$ cat src/design/stc_pkg.sv
package stc_pkg;

    typedef enum logic [2:0] {
        CMD_WRITE    = 3'd0,
        CMD_READ     = 3'd1,
        CMD_TICK     = 3'd2,
        CMD_SWEEP    = 3'd3,
        CMD_LENGTH   = 3'd4,
        CMD_ENVELOPE = 3'd5
    } cmd_t;

    localparam logic [2:0] OFF_SWEEP    = 3'd0;
    localparam logic [2:0] OFF_DUTY     = 3'd1;
    localparam logic [2:0] OFF_ENVELOPE = 3'd2;
    localparam logic [2:0] OFF_FREQ_LO  = 3'd3;
    localparam logic [2:0] OFF_FREQ_HI  = 3'd4;

    localparam logic [11:0] FREQ_LIMIT   = 12'd2047;
    localparam logic [11:0] PERIOD_BASE  = 12'd2048;
    localparam logic [6:0]  LENGTH_FULL  = 7'd64;
    localparam logic [13:0] PERIOD_MAX   = 14'd8192;

    localparam logic [7:0] DUTY_TABLE [4] = '{8'h01, 8'h81, 8'h87, 8'h7E};

    typedef struct packed {
        cmd_t       cmd;
        logic [2:0] offset;
        logic [7:0] data;
    } item_t;

    typedef struct packed {
        logic [7:0] read_byte;
        logic [3:0] sample_level;
        logic       channel_on;
    } result_t;

    function automatic logic [7:0] open_bus(input logic [2:0] offset);
        logic [7:0] mask;
        begin
            case (offset)
                OFF_SWEEP:    mask = 8'h80;
                OFF_DUTY:     mask = 8'h3F;
                OFF_ENVELOPE: mask = 8'h00;
                OFF_FREQ_LO:  mask = 8'hFF;
                OFF_FREQ_HI:  mask = 8'hBF;
                default:      mask = 8'hFF;
            endcase
            return mask;
        end
    endfunction

    function automatic logic [13:0] period_reload(input logic [10:0] freq);
        logic [11:0] span;
        begin
            span = PERIOD_BASE - {1'b0, freq};
            return {span, 2'b00};
        end
    endfunction

endpackage

$ cat src/design/stc_sweep_calc.sv
module stc_sweep_calc (
    input  logic [11:0] shadow,
    input  logic [2:0]  shift,
    input  logic        negate,
    output logic [12:0] target,
    output logic        overflow
);
    import stc_pkg::*;

    logic [11:0] delta;
    logic [12:0] diff;

    assign delta = shadow >> shift;
    assign diff  = {1'b0, shadow - delta};

    always_comb
    begin
        if (negate)
        begin
            target = diff;
        end
        else
        begin
            target = {1'b0, shadow} + {1'b0, delta};
        end
    end

    assign overflow = (target > {1'b0, FREQ_LIMIT});

endmodule

$ cat src/design/stc_core.sv
module stc_core (
    input  logic            clk,
    input  logic            rst_n,
    input  logic            step,
    input  stc_pkg::item_t  item,
    output stc_pkg::result_t result
);
    import stc_pkg::*;

    logic [2:0]  sweep_period_reg, sweep_period_next;
    logic        sweep_negate_reg, sweep_negate_next;
    logic [2:0]  sweep_shift_reg, sweep_shift_next;
    logic [2:0]  sweep_countdown_reg, sweep_countdown_next;
    logic        sweep_active_reg, sweep_active_next;
    logic [11:0] shadow_frequency_reg, shadow_frequency_next;
    logic [3:0]  volume_reg, volume_next;
    logic [3:0]  initial_volume_reg, initial_volume_next;
    logic        envelope_raise_reg, envelope_raise_next;
    logic [2:0]  envelope_period_reg, envelope_period_next;
    logic [2:0]  envelope_countdown_reg, envelope_countdown_next;
    logic        envelope_stopped_reg, envelope_stopped_next;
    logic [1:0]  duty_select_reg, duty_select_next;
    logic [10:0] frequency_reg, frequency_next;
    logic [6:0]  length_count_reg, length_count_next;
    logic        length_enable_reg, length_enable_next;
    logic        enabled_reg, enabled_next;
    logic [13:0] period_countdown_reg, period_countdown_next;
    logic [2:0]  duty_position_reg, duty_position_next;
    logic [3:0]  output_level_reg, output_level_next;

    logic [12:0] clk_target;
    logic        clk_overflow;
    logic [12:0] chk_target;
    logic        chk_overflow;
    logic [12:0] trig_target;
    logic        trig_overflow;
    logic [10:0] freq_written;

    assign freq_written = {item.data[2:0], frequency_reg[7:0]};

    stc_sweep_calc u_sweep_clk (
        .shadow   (shadow_frequency_reg),
        .shift    (sweep_shift_reg),
        .negate   (sweep_negate_reg),
        .target   (clk_target),
        .overflow (clk_overflow)
    );

    stc_sweep_calc u_sweep_chk (
        .shadow   (clk_target[11:0]),
        .shift    (sweep_shift_reg),
        .negate   (sweep_negate_reg),
        .target   (chk_target),
        .overflow (chk_overflow)
    );

    stc_sweep_calc u_sweep_trig (
        .shadow   ({1'b0, freq_written}),
        .shift    (sweep_shift_reg),
        .negate   (sweep_negate_reg),
        .target   (trig_target),
        .overflow (trig_overflow)
    );

    always_comb
    begin
        logic [4:0] vol5;
        logic [7:0] rd;

        vol5 = 5'd0;
        rd   = 8'd0;

        sweep_period_next       = sweep_period_reg;
        sweep_negate_next       = sweep_negate_reg;
        sweep_shift_next        = sweep_shift_reg;
        sweep_countdown_next    = sweep_countdown_reg;
        sweep_active_next       = sweep_active_reg;
        shadow_frequency_next   = shadow_frequency_reg;
        volume_next             = volume_reg;
        initial_volume_next     = initial_volume_reg;
        envelope_raise_next     = envelope_raise_reg;
        envelope_period_next    = envelope_period_reg;
        envelope_countdown_next = envelope_countdown_reg;
        envelope_stopped_next   = envelope_stopped_reg;
        duty_select_next        = duty_select_reg;
        frequency_next          = frequency_reg;
        length_count_next       = length_count_reg;
        length_enable_next      = length_enable_reg;
        enabled_next            = enabled_reg;
        period_countdown_next   = period_countdown_reg;
        duty_position_next      = duty_position_reg;
        output_level_next       = output_level_reg;

        case (item.cmd)
            CMD_WRITE:
            begin
                case (item.offset)
                    OFF_SWEEP:
                    begin
                        sweep_shift_next  = item.data[2:0];
                        sweep_negate_next = item.data[3];
                        sweep_period_next = item.data[6:4];
                    end
                    OFF_DUTY:
                    begin
                        length_count_next = LENGTH_FULL - {1'b0, item.data[5:0]};
                        duty_select_next  = item.data[7:6];
                    end
                    OFF_ENVELOPE:
                    begin
                        vol5 = {1'b0, volume_reg};
                        if (envelope_period_reg == 3'd0 && !envelope_stopped_reg)
                        begin
                            vol5 = vol5 + 5'd1;
                        end
                        else if (!envelope_raise_reg)
                        begin
                            vol5 = vol5 + 5'd2;
                        end
                        if (item.data[3] != envelope_raise_reg)
                        begin
                            vol5 = 5'd16 - {1'b0, vol5[3:0]};
                        end
                        volume_next          = vol5[3:0];
                        envelope_period_next = item.data[2:0];
                        envelope_raise_next  = item.data[3];
                        initial_volume_next  = item.data[7:4];
                        if (item.data[7:3] == 5'd0)
                        begin
                            enabled_next = 1'b0;
                        end
                    end
                    OFF_FREQ_LO:
                    begin
                        frequency_next = {frequency_reg[10:8], item.data};
                    end
                    OFF_FREQ_HI:
                    begin
                        frequency_next = freq_written;
                        if (item.data[7])
                        begin
                            enabled_next = envelope_raise_reg || (initial_volume_reg != 4'd0);
                            period_countdown_next = period_reload(freq_written);
                            if (length_count_reg == 7'd0)
                            begin
                                length_count_next = LENGTH_FULL;
                            end
                            envelope_countdown_next = envelope_period_reg;
                            envelope_stopped_next   = 1'b0;
                            volume_next             = initial_volume_reg;
                            shadow_frequency_next   = {1'b0, freq_written};
                            sweep_countdown_next    = sweep_period_reg;
                            sweep_active_next       = (sweep_period_reg != 3'd0) ||
                                                      (sweep_shift_reg != 3'd0);
                            if (sweep_shift_reg != 3'd0)
                            begin
                                shadow_frequency_next = trig_target[11:0];
                                if (trig_overflow)
                                begin
                                    sweep_active_next = 1'b0;
                                    enabled_next      = 1'b0;
                                end
                            end
                        end
                        length_enable_next = item.data[6];
                    end
                    default:
                    begin
                    end
                endcase
            end
            CMD_READ:
            begin
                case (item.offset)
                    OFF_SWEEP:    rd = {1'b0, sweep_period_reg, sweep_negate_reg,
                                        sweep_shift_reg};
                    OFF_DUTY:     rd = {duty_select_reg, 6'd0};
                    OFF_ENVELOPE: rd = {initial_volume_reg, envelope_raise_reg,
                                        envelope_period_reg};
                    OFF_FREQ_HI:  rd = {1'b0, length_enable_reg, 6'd0};
                    default:      rd = 8'd0;
                endcase
                rd = rd | open_bus(item.offset);
            end
            CMD_TICK:
            begin
                if (enabled_reg && DUTY_TABLE[duty_select_reg][duty_position_reg])
                begin
                    output_level_next = volume_reg;
                end
                else
                begin
                    output_level_next = 4'd0;
                end
                if (period_countdown_reg <= 14'd1)
                begin
                    period_countdown_next = period_reload(frequency_reg);
                    duty_position_next    = duty_position_reg + 3'd1;
                end
                else
                begin
                    period_countdown_next = period_countdown_reg - 14'd1;
                end
            end
            CMD_SWEEP:
            begin
                if (sweep_active_reg && sweep_countdown_reg != 3'd0 &&
                    sweep_period_reg != 3'd0)
                begin
                    sweep_countdown_next = sweep_countdown_reg - 3'd1;
                    if (sweep_countdown_reg == 3'd1)
                    begin
                        sweep_countdown_next = sweep_period_reg;
                        if (clk_overflow)
                        begin
                            sweep_active_next = 1'b0;
                            enabled_next      = 1'b0;
                        end
                        else if (sweep_shift_reg != 3'd0)
                        begin
                            shadow_frequency_next = clk_target[11:0];
                            frequency_next        = clk_target[10:0];
                            if (chk_overflow)
                            begin
                                sweep_active_next = 1'b0;
                                enabled_next      = 1'b0;
                            end
                        end
                    end
                end
            end
            CMD_LENGTH:
            begin
                if (length_enable_reg && length_count_reg != 7'd0)
                begin
                    length_count_next = length_count_reg - 7'd1;
                    if (length_count_reg == 7'd1)
                    begin
                        enabled_next = 1'b0;
                    end
                end
            end
            CMD_ENVELOPE:
            begin
                if (envelope_countdown_reg != 3'd0 && !envelope_stopped_reg)
                begin
                    envelope_countdown_next = envelope_countdown_reg - 3'd1;
                    if (envelope_countdown_reg == 3'd1)
                    begin
                        if (envelope_raise_reg && volume_reg != 4'd15)
                        begin
                            volume_next = volume_reg + 4'd1;
                        end
                        else if (!envelope_raise_reg && volume_reg != 4'd0)
                        begin
                            volume_next = volume_reg - 4'd1;
                        end
                        else
                        begin
                            envelope_stopped_next = 1'b1;
                        end
                        envelope_countdown_next = envelope_period_reg;
                    end
                end
            end
            default:
            begin
            end
        endcase

        result.read_byte    = rd;
        result.sample_level = enabled_next ? output_level_next : 4'd0;
        result.channel_on   = enabled_next;
    end

    always_ff @(posedge clk or negedge rst_n)
    begin
        if (!rst_n)
        begin
            sweep_period_reg       <= '0;
            sweep_negate_reg       <= 1'b0;
            sweep_shift_reg        <= '0;
            sweep_countdown_reg    <= '0;
            sweep_active_reg       <= 1'b0;
            shadow_frequency_reg   <= '0;
            volume_reg             <= '0;
            initial_volume_reg     <= '0;
            envelope_raise_reg     <= 1'b0;
            envelope_period_reg    <= '0;
            envelope_countdown_reg <= '0;
            envelope_stopped_reg   <= 1'b0;
            duty_select_reg        <= '0;
            frequency_reg          <= '0;
            length_count_reg       <= '0;
            length_enable_reg      <= 1'b0;
            enabled_reg            <= 1'b0;
            period_countdown_reg   <= '0;
            duty_position_reg      <= '0;
            output_level_reg       <= '0;
        end
        else if (step)
        begin
            sweep_period_reg       <= sweep_period_next;
            sweep_negate_reg       <= sweep_negate_next;
            sweep_shift_reg        <= sweep_shift_next;
            sweep_countdown_reg    <= sweep_countdown_next;
            sweep_active_reg       <= sweep_active_next;
            shadow_frequency_reg   <= shadow_frequency_next;
            volume_reg             <= volume_next;
            initial_volume_reg     <= initial_volume_next;
            envelope_raise_reg     <= envelope_raise_next;
            envelope_period_reg    <= envelope_period_next;
            envelope_countdown_reg <= envelope_countdown_next;
            envelope_stopped_reg   <= envelope_stopped_next;
            duty_select_reg        <= duty_select_next;
            frequency_reg          <= frequency_next;
            length_count_reg       <= length_count_next;
            length_enable_reg      <= length_enable_next;
            enabled_reg            <= enabled_next;
            period_countdown_reg   <= period_countdown_next;
            duty_position_reg      <= duty_position_next;
            output_level_reg       <= output_level_next;
        end
    end

    a_length_expire: assert property (@(posedge clk) disable iff (!rst_n)
        step && item.cmd == CMD_LENGTH && length_enable_reg && length_count_reg == 7'd1
        |=> !enabled_reg)
        else $error("length expiry left channel on");

    a_trigger_volume: assert property (@(posedge clk) disable iff (!rst_n)
        step && item.cmd == CMD_WRITE && item.offset == OFF_FREQ_HI && item.data[7]
        |=> volume_reg == $past(initial_volume_reg))
        else $error("trigger did not reload volume");

    a_duty_hold: assert property (@(posedge clk) disable iff (!rst_n)
        !(step && item.cmd == CMD_TICK) |=> $stable(duty_position_reg))
        else $error("duty position moved without tick");

    a_period_range: assert property (@(posedge clk) disable iff (!rst_n)
        period_countdown_reg <= PERIOD_MAX)
        else $error("period countdown out of range");

endmodule

$ cat src/design/square_tone_channel_with_sweep.sv
// Channel  | Handshake                  | Word
// item     | item_valid / item_ready    | command, reg_offset, write_byte
// result   | result_valid / result_ready| read_byte, sample_level, channel_on
//
// One word per cycle if results flow; a word crosses the input, then the result register.
// The input register feeds the channel update logic, which writes the result register.
// Reset clears all channel state and both valid flags.
// A stalled result holds the input register; the next word is still taken once it moves.
module square_tone_channel_with_sweep (
    input  logic       clk,
    input  logic       rst_n,
    input  logic       item_valid,
    output logic       item_ready,
    input  logic [2:0] command,
    input  logic [2:0] reg_offset,
    input  logic [7:0] write_byte,
    output logic       result_valid,
    input  logic       result_ready,
    output logic [7:0] read_byte,
    output logic [3:0] sample_level,
    output logic       channel_on
);
    import stc_pkg::*;

    logic    item_vld_reg, item_vld_next;
    item_t   item_reg;
    logic    res_vld_reg, res_vld_next;
    result_t res_reg;
    result_t core_result;
    logic    advance;
    logic    take;

    assign advance    = item_vld_reg && (!res_vld_reg || result_ready);
    assign item_ready = !item_vld_reg || advance;
    assign take       = item_valid && item_ready;

    always_comb
    begin
        item_vld_next = take || (item_vld_reg && !advance);
        res_vld_next  = advance || (res_vld_reg && !result_ready);
    end

    stc_core u_core (
        .clk    (clk),
        .rst_n  (rst_n),
        .step   (advance),
        .item   (item_reg),
        .result (core_result)
    );

    always_ff @(posedge clk or negedge rst_n)
    begin
        if (!rst_n)
        begin
            item_vld_reg <= 1'b0;
            res_vld_reg  <= 1'b0;
        end
        else
        begin
            item_vld_reg <= item_vld_next;
            res_vld_reg  <= res_vld_next;
        end
    end

    always_ff @(posedge clk)
    begin
        if (take)
        begin
            item_reg <= '{cmd: cmd_t'(command), offset: reg_offset, data: write_byte};
        end
        if (advance)
        begin
            res_reg <= core_result;
        end
    end

    assign result_valid = res_vld_reg;
    assign read_byte    = res_reg.read_byte;
    assign sample_level = res_reg.sample_level;
    assign channel_on   = res_reg.channel_on;

endmodule

$ cat config.mk
export PLATFORM = sky130hd
export DESIGN_NAME = square_tone_channel_with_sweep
export DESIGN_NICKNAME = d
export VERILOG_FILES = /design/src/design/stc_pkg.sv /design/src/design/stc_sweep_calc.sv /design/src/design/stc_core.sv /design/src/design/square_tone_channel_with_sweep.sv
export SDC_FILE = /design/constraint.sdc
export NUM_CORES = 1
export LEC_CHECK = 0
export BUFFER_PORTS_ARGS = -buffer_cell sky130_fd_sc_hd__buf_2
export CORE_AREA = 8 8 154 156
export CTS_CLUSTER_SIZE = 8
export DETAILED_ROUTE_END_ITERATION = 6
export DIE_AREA = 0 0 162 164
export GPL_TIMING_DRIVEN = 0
export PLACE_DENSITY = 0.71
export REMOVE_ABC_BUFFERS = 1
export SLEW_MARGIN = 10
export SYNTH_ARGS = -nofsm -noshare
export SYNTH_HDL_FRONTEND = slang
export SYNTH_HIERARCHICAL = 1
export SYNTH_SLANG_ARGS = --single-unit
$ cat constraint.sdc
create_clock -name clk -period 8.2 [get_ports clk]
set_input_delay 0.82 -clock clk [delete_from_list [all_inputs] [get_ports clk]]
set_output_delay 0.82 -clock clk [all_outputs]
set_load 0.005 [all_outputs]
==> impl_metrics.xml, run 1 <==
<?xml version="1.0" encoding="UTF-8"?>
<metrics>
  <group name="run_status">
    <metric name="outcome" unit="">complete, no violations</metric>
  </group>
  <group name="drt">
    <metric name="postRouteWirelength" unit="mm">27.86</metric>
    <metric name="routed_wire_length_per_instance" unit="um">18.03</metric>
    <metric name="drt_first_iter_violations" unit="">633</metric>
    <metric name="routed-via-count" unit="">9539</metric>
    <metric name="vias_per_cell" unit="">6.174</metric>
    <metric name="detailed_route_drc_error_count" unit="">0</metric>
    <metric name="postRouteAntennaNets" unit="">0</metric>
    <metric name="detailed_routing_iterations_pass_1" unit="">5</metric>
  </group>
  <group name="finish">
    <metric name="layout.nets" unit="">1383</metric>
    <metric name="layout-area-overhead-vs-synth" unit="%">5.556</metric>
    <metric name="diodes" unit="">0</metric>
    <metric name="sequential_cell_area_in_the_final_layout" unit="um2">2918</metric>
    <metric name="fillers" unit="">1995</metric>
    <metric name="multiInputGateArea" unit="um2">7485</metric>
    <metric name="final_cell_area" unit="um2">11650</metric>
    <metric name="post_route_cells_drive_above_1_share" unit="%">12.09</metric>
  </group>
  <group name="die">
    <metric name="die_width" unit="um">162</metric>
    <metric name="std_cell_rows" unit="">54</metric>
    <metric name="die_area" unit="um2">26570</metric>
    <metric name="initial_core_util" unit="%">51.69</metric>
    <metric name="chipHeight" unit="um">164</metric>
    <metric name="coreArea" unit="um2">21350</metric>
    <metric name="num_io_pins" unit="">33</metric>
  </group>
  <group name="timing">
    <metric name="setup_repair_after_global_routing_missed_its_margin" unit="">no</metric>
    <metric name="final_period_minus_worst_setup_slack" unit="ns">7.709</metric>
    <metric name="slew_viol_final" unit="">0</metric>
    <metric name="finalCritPeriodShare" unit="%">94.01</metric>
    <metric name="tightest_slew" unit="ns">1.211</metric>
    <metric name="fin_worst_hold_slack" unit="ns">0.4396</metric>
    <metric name="setup_viol_count_final" unit="">0</metric>
    <metric name="hold_viol" unit="">0</metric>
    <metric name="max_transition_margin" unit="%">19.24</metric>
    <metric name="fmaxAchievable" unit="MHz">129.7</metric>
    <metric name="clk_skew" unit="ns">0.01116</metric>
  </group>
  <group name="global_routing">
    <metric name="globalRoute.busiestLayer" unit="">met2</metric>
    <metric name="gr-usage-met1" unit="%">27.23</metric>
    <metric name="grt_pass1_wl" unit="mm">45.47</metric>
    <metric name="grt_util_met2" unit="%">34.88</metric>
    <metric name="groute.usage.overall" unit="%">20.72</metric>
    <metric name="grt.overflow.total" unit="">0</metric>
    <metric name="use_met3" unit="%">2.005</metric>
    <metric name="antenna_found_initial" unit="">0</metric>
    <metric name="grt_max_degree" unit="">52</metric>
    <metric name="first_global_vias" unit="">8936</metric>
  </group>
  <group name="clocking">
    <metric name="clk_path_buf_depth" unit="">2</metric>
    <metric name="cts_tree" unit="">built</metric>
    <metric name="cts_buffers" unit="">9</metric>
    <metric name="worstSkewPairLatency" unit="ns">0.35</metric>
    <metric name="clock-root-buffer" unit="">sky130_fd_sc_hd__clkbuf_16</metric>
    <metric name="cts_htree_levels" unit="">3</metric>
    <metric name="number_of_clock_sinks_seen_by_cts" unit="">111</metric>
    <metric name="path_clk_slew" unit="ns">0.08</metric>
    <metric name="post_cts_buffers" unit="">0</metric>
  </group>
  <group name="power">
    <metric name="power_per_cell_area" unit="nW/um2">441.9</metric>
    <metric name="irDropWorstVdd" unit="mV">0.2543</metric>
    <metric name="power_leakage" unit="uW">0.005068</metric>
  </group>
  <group name="worst_setup_path">
    <metric name="critPathCaptureType" unit="">flip-flop</metric>
    <metric name="crit_path_max_incr_delay" unit="ns">0.55</metric>
    <metric name="slowest_cell_on_the_critical_path" unit="">sky130_fd_sc_hd__dfrtp_2</metric>
    <metric name="timing.reg2reg.worst_path_depth" unit="">29</metric>
    <metric name="worstPathArrival" unit="ns">7.79</metric>
    <metric name="path_max_fanout" unit="">35</metric>
    <metric name="timing.setup.critical_path_class" unit="">flip-flop to flip-flop</metric>
    <metric name="start_kind" unit="">flip-flop</metric>
    <metric name="crit_required" unit="ns">8.28</metric>
  </group>
  <group name="logic_synthesis">
    <metric name="postSynthCellCount" unit="">1275</metric>
    <metric name="combined_area_of_all_synthesized_cells" unit="um2">11040</metric>
    <metric name="synth-warning-count" unit="">6</metric>
    <metric name="postSynthAreaPerCell" unit="um2">8.655</metric>
  </group>
  <group name="placed_design">
    <metric name="gp_routability_congestion" unit="">0.8671</metric>
    <metric name="dp.final_hpwl" unit="mm">20.89</metric>
    <metric name="port_buffers" unit="">32</metric>
    <metric name="post_place_instance_area" unit="um2">11360</metric>
  </group>
  <group name="flow_run">
    <metric name="max_capacitance_violation_count" unit="">0</metric>
  </group>
  <group name="min_path">
    <metric name="path_class_of_the_lowest_slack_min_delay_path" unit="">primary input to async pin</metric>
  </group>
</metrics>
[per-stage QoR]
step | total power, uW | instances | utilization (%) | setup TNS, ns | worst slack [ns]
after floorplan | 3803 | 1211 | - | 0 | 0.7356
after global placement | 4574 | 1523 | 52.66 | -4.674 | -0.9091
after detailed placement | 4675 | 1528 | 53.21 | 0 | 0.2416
after CTS | 5112 | 1544 | 54.49 | 0 | 0.2120
after global routing | 5590 | 1545 | 54.56 | 0 | 0.1649
final | 5148 | 1545 | 54.56 | 0 | 0.4915
[final timing paths]
check,start,to,slack [ns]
setup / recovery,u_core/sweep_shift_reg[0],sample_level[3],0.49
hold / removal,rst_n,u_core/envelope_raise_reg,0.44
setup reg to reg,u_core/sweep_shift_reg[0],sample_level[3],0.49
hold reg to reg,u_core/sweep_active_reg,u_core/sweep_active_reg,0.48
max in group asynchronous,rst_n,u_core/frequency_reg[7],7.13
min in group clk,u_core/sweep_active_reg,u_core/sweep_active_reg,0.48
[area by class of cell]
type,instances,share of cell area [%]
inverters,95,3.061
well taps,280,3.008
clock buffers,10,1.966
multi-input cells,1005,64.25
clock inverters,6,0.3759
flip-flops and latches,111,25.05
repair buffers,38,2.288
[worst max-delay path, delay by kind of cell (launching register included)]
| family | cells | cell delay [ns] |
|---|---|---|
| simple gates | 10 | 2.35 |
| compound gates | 10 | 1.91 |
| mux | 4 | 1.32 |
| fa+ha+maj | 3 | 0.88 |
| flops | 1 | 0.55 |
| buf+inv | 1 | 0.27 |
| xor+xnor | 1 | 0.13 |
[where the power goes]
group          leakage (uW)  internal, uW  total, uW  switching [uW]
clock              0.000123           208        412             204
sequential          0.00131           701        937             236
combinational       0.00363          1620       3800            2180
[routing by layer]
layer  part of all wire [%]  vias up
met1                     45     4566
li1                       -     4607
met4                    3.1        0
met3                    4.4       56
met5                      0        -
met2                     47      310
[cells in the final DEF, fill, tap and decap left out, types with 11 or more instances in the layout]
master                     instances
sky130_fd_sc_hd__nand2b_1         33
sky130_fd_sc_hd__mux2i_1          51
sky130_fd_sc_hd__mux2_1           14
sky130_fd_sc_hd__nor2_1           91
sky130_fd_sc_hd__a211oi_1         13
sky130_fd_sc_hd__xnor2_1          25
sky130_fd_sc_hd__mux2_2           37
sky130_fd_sc_hd__o21ai_1          14
sky130_fd_sc_hd__nand3_1          23
sky130_fd_sc_hd__edfxtp_1         27
sky130_fd_sc_hd__xor2_1           19
sky130_fd_sc_hd__nor4_1           11
sky130_fd_sc_hd__nor3_1           36
sky130_fd_sc_hd__dfrtp_1          80
sky130_fd_sc_hd__o21a_1           14
sky130_fd_sc_hd__a21oi_1          80
sky130_fd_sc_hd__or3_1            15
sky130_fd_sc_hd__nand2_1          98
sky130_fd_sc_hd__buf_2            32
sky130_fd_sc_hd__ha_1            100
sky130_fd_sc_hd__o21ai_0          60
sky130_fd_sc_hd__o31ai_1          17
sky130_fd_sc_hd__nor2b_1          15
sky130_fd_sc_hd__inv_1            92
[what timing repair did]
item	4_1_cts	5_1_grt
hold buffers	0	0
endpoints found under the setup margin	0	4
endpoints found under the hold margin	0	0
gates resized for setup	0	3
(Power assumes the default switching activity.)
==> run 2, diff against run 1 <==
Settings changed: PLACE_DENSITY 0.71 to 0.8.
==> run 2 against run 1 <==
Compared with the run above: register-to-register slack gained 0.04 ns; fmax grew 0.47%; total power grew 1.1%; critical path type unchanged; critical endpoint unchanged; largest cell class unchanged.
==> impl_metrics.xml, run 2 (synthesis gave the netlist of run 1 again) <==
<?xml version="1.0" encoding="UTF-8"?>
<metrics>
  <group name="run_status">
    <metric name="outcome" unit="">complete, no violations</metric>
  </group>
  <group name="power">
    <metric name="power_frac_clock" unit="%">8.6</metric>
    <metric name="irDropWorstVdd" unit="mV">0.2651</metric>
    <metric name="sequentialPowerShare" unit="%">18.0</metric>
    <metric name="cell_internal_pwr" unit="uW">2564</metric>
    <metric name="switchingPower" unit="uW">2642</metric>
    <metric name="power_leakage" unit="uW">0.005087</metric>
    <metric name="power_per_cell_area" unit="nW/um2">445.9</metric>
    <metric name="pwr-share-comb" unit="%">73.4</metric>
    <metric name="switching_share" unit="%">50.75</metric>
  </group>
  <group name="global_routing">
    <metric name="grt_max_degree" unit="">52</metric>
    <metric name="grt.overflow.total" unit="">0</metric>
    <metric name="antenna_found_initial" unit="">0</metric>
    <metric name="first_global_vias" unit="">9176</metric>
    <metric name="grt_pass1_wl" unit="mm">45.89</metric>
    <metric name="groute.usage.overall" unit="%">20.76</metric>
  </group>
  <group name="timing">
    <metric name="tightest_slew" unit="ns">1.196</metric>
    <metric name="setup_tns" unit="ns">0</metric>
    <metric name="finalCritPeriodShare" unit="%">93.56</metric>
    <metric name="final_period_minus_worst_setup_slack" unit="ns">7.672</metric>
    <metric name="hold_viol" unit="">0</metric>
    <metric name="fmaxAchievable" unit="MHz">130.3</metric>
    <metric name="clk_skew" unit="ns">0.01135</metric>
    <metric name="max_transition_margin" unit="%">20.28</metric>
    <metric name="setup_viol_count_final" unit="">0</metric>
    <metric name="slew_viol_final" unit="">0</metric>
    <metric name="fin_worst_hold_slack" unit="ns">0.4598</metric>
  </group>
  <group name="clocking">
    <metric name="clk_path_buf_depth" unit="">2</metric>
    <metric name="post_cts_buffers" unit="">0</metric>
    <metric name="path_clk_slew" unit="ns">0.08</metric>
    <metric name="cts_buffers" unit="">9</metric>
    <metric name="number_of_clock_sinks_seen_by_cts" unit="">111</metric>
    <metric name="clock-root-buffer" unit="">sky130_fd_sc_hd__clkbuf_16</metric>
    <metric name="worstSkewPairLatency" unit="ns">0.36</metric>
    <metric name="cts_htree_levels" unit="">3</metric>
    <metric name="cts_tree" unit="">built</metric>
  </group>
  <group name="finish">
    <metric name="layout.nets" unit="">1383</metric>
    <metric name="final_cell_area" unit="um2">11680</metric>
    <metric name="post_route_cells_drive_above_1_share" unit="%">12.09</metric>
    <metric name="layout-area-overhead-vs-synth" unit="%">5.805</metric>
    <metric name="fillers" unit="">1893</metric>
    <metric name="finished_layout_cells" unit="">1545</metric>
    <metric name="most_frequent_cells_in_the_layout" unit="">sky130_fd_sc_hd__ha_1, sky130_fd_sc_hd__nand2_1, sky130_fd_sc_hd__inv_1</metric>
    <metric name="final_common_cell" unit="">sky130_fd_sc_hd__ha_1</metric>
    <metric name="diodes" unit="">0</metric>
  </group>
  <group name="die">
    <metric name="coreArea" unit="um2">21350</metric>
    <metric name="chipHeight" unit="um">164</metric>
    <metric name="initial_core_util" unit="%">51.69</metric>
    <metric name="std_cell_rows" unit="">54</metric>
    <metric name="die_area" unit="um2">26570</metric>
    <metric name="die_width" unit="um">162</metric>
    <metric name="num_io_pins" unit="">33</metric>
  </group>
  <group name="min_path">
    <metric name="path_class_of_the_lowest_slack_min_delay_path" unit="">primary input to async pin</metric>
  </group>
  <group name="worst_setup_path">
    <metric name="timing.setup.critical_path_class" unit="">flip-flop to flip-flop</metric>
    <metric name="worstPathArrival" unit="ns">7.75</metric>
    <metric name="timing.reg2reg.worst_path_depth" unit="">28</metric>
    <metric name="regToRegSetupSlack" unit="ns">0.53</metric>
    <metric name="path_max_fanout" unit="">37</metric>
    <metric name="critical_path.most_common_cell" unit="">sky130_fd_sc_hd__mux2_2</metric>
    <metric name="start_kind" unit="">flip-flop</metric>
    <metric name="crit_required" unit="ns">8.28</metric>
    <metric name="slowest_cell_on_the_critical_path" unit="">sky130_fd_sc_hd__dfrtp_2</metric>
    <metric name="timing.rr.end" unit="">sample_level[3]</metric>
    <metric name="reg2reg_from" unit="">u_core/sweep_shift_reg[0]</metric>
    <metric name="critPathCaptureType" unit="">flip-flop</metric>
    <metric name="crit_path_max_incr_delay" unit="ns">0.51</metric>
    <metric name="worstSetupStartpoint" unit="">u_core/sweep_shift_reg[0]</metric>
  </group>
  <group name="drt">
    <metric name="postRouteAntennaNets" unit="">0</metric>
    <metric name="detailed_route_drc_error_count" unit="">0</metric>
    <metric name="detailed_routing_iterations_pass_1" unit="">5</metric>
    <metric name="drt_first_iter_violations" unit="">755</metric>
    <metric name="routed_wire_length_per_instance" unit="um">17.88</metric>
    <metric name="postRouteWirelength" unit="mm">27.62</metric>
    <metric name="routed-via-count" unit="">9583</metric>
    <metric name="vias_per_cell" unit="">6.203</metric>
  </group>
  <group name="flow_run">
    <metric name="max_capacitance_violation_count" unit="">0</metric>
  </group>
  <group name="placed_design">
    <metric name="post_place_instance_area" unit="um2">11360</metric>
    <metric name="dp.final_hpwl" unit="mm">20.56</metric>
    <metric name="place_inst" unit="">1528</metric>
    <metric name="port_buffers" unit="">32</metric>
    <metric name="gp_routability_congestion" unit="">0.9126</metric>
  </group>
</metrics>
[run 2: metal layers]
layer  vias to the layer above  share of wire (%)  routed length (um)  GRT usage [%]
met3                        56                5.2                1424          2.105
li1                       4604                  -                   -              -
met2                       358                 49               13500          36.55
met1                      4565                 43               11960          26.01
met4                         0                2.6                 732          7.407
met5                         -                  0                   0              0
[run 2: per-stage QoR]
stage	worst slack (ns)	utilization, %	power [uW]
after floorplan	0.7356	-	3803
after global placement	-0.8410	52.66	4531
after detailed placement	0.2699	53.23	4670
after CTS	0.2189	54.62	5139
after global routing	-0.0008029	54.69	5656
final	0.5277	54.69	5206
[run 2: worst max-delay path by stage]
stage                      endpoint  slack (ns)  depth (start not counted)
finish              sample_level[3]        0.53                         28
global route        sample_level[3]     -0.0008                         29
CTS                 sample_level[3]        0.22                         28
detailed placement  sample_level[3]        0.27                         28
global placement    sample_level[3]       -0.84                         26
floorplan           sample_level[0]        0.74                         26
[run 2: final cells by class]
cell class                      instances  area (um2)  share of cell area (%)
Tap cell                              280       350.3                   3.000
Sequential cell                       111        2918                   24.99
Inverter                               95       356.6                   3.054
Multi-Input combinational cell       1005        7485                   64.10
Timing Repair Buffer                   38       270.3                   2.315
Clock buffer                           11       232.7                   1.993
Clock inverter                          5       63.81                  0.5465
[run 2: power groups by stage]
stage	Combinational (uW)	Clock (uW)	Sequential, uW
after floorplan	2920	0	882
after global placement	3570	0	958
after detailed placement	3730	0	942
after CTS	3760	449	933
after global routing	4220	471	961
final	3820	447	940
[run 2: what timing repair did]
item / 4_1_cts / 5_1_grt
hold buffers: 0 / 0
endpoints found under the setup margin: 0 / 5
resized for setup: 0 / 3
[run 2: worst max-delay path: cells and delay by family, from the launching register on]
family	cells	cell delay [ns]
multiplexers	5	1.65
flip-flops	1	0.51
AO/OA/AOI/OAI	10	1.98
buffers and inverters	2	0.39
adder cells (fa/ha/maj)	3	0.95
AND/OR/NAND/NOR	7	1.75
XOR/XNOR	1	0.12
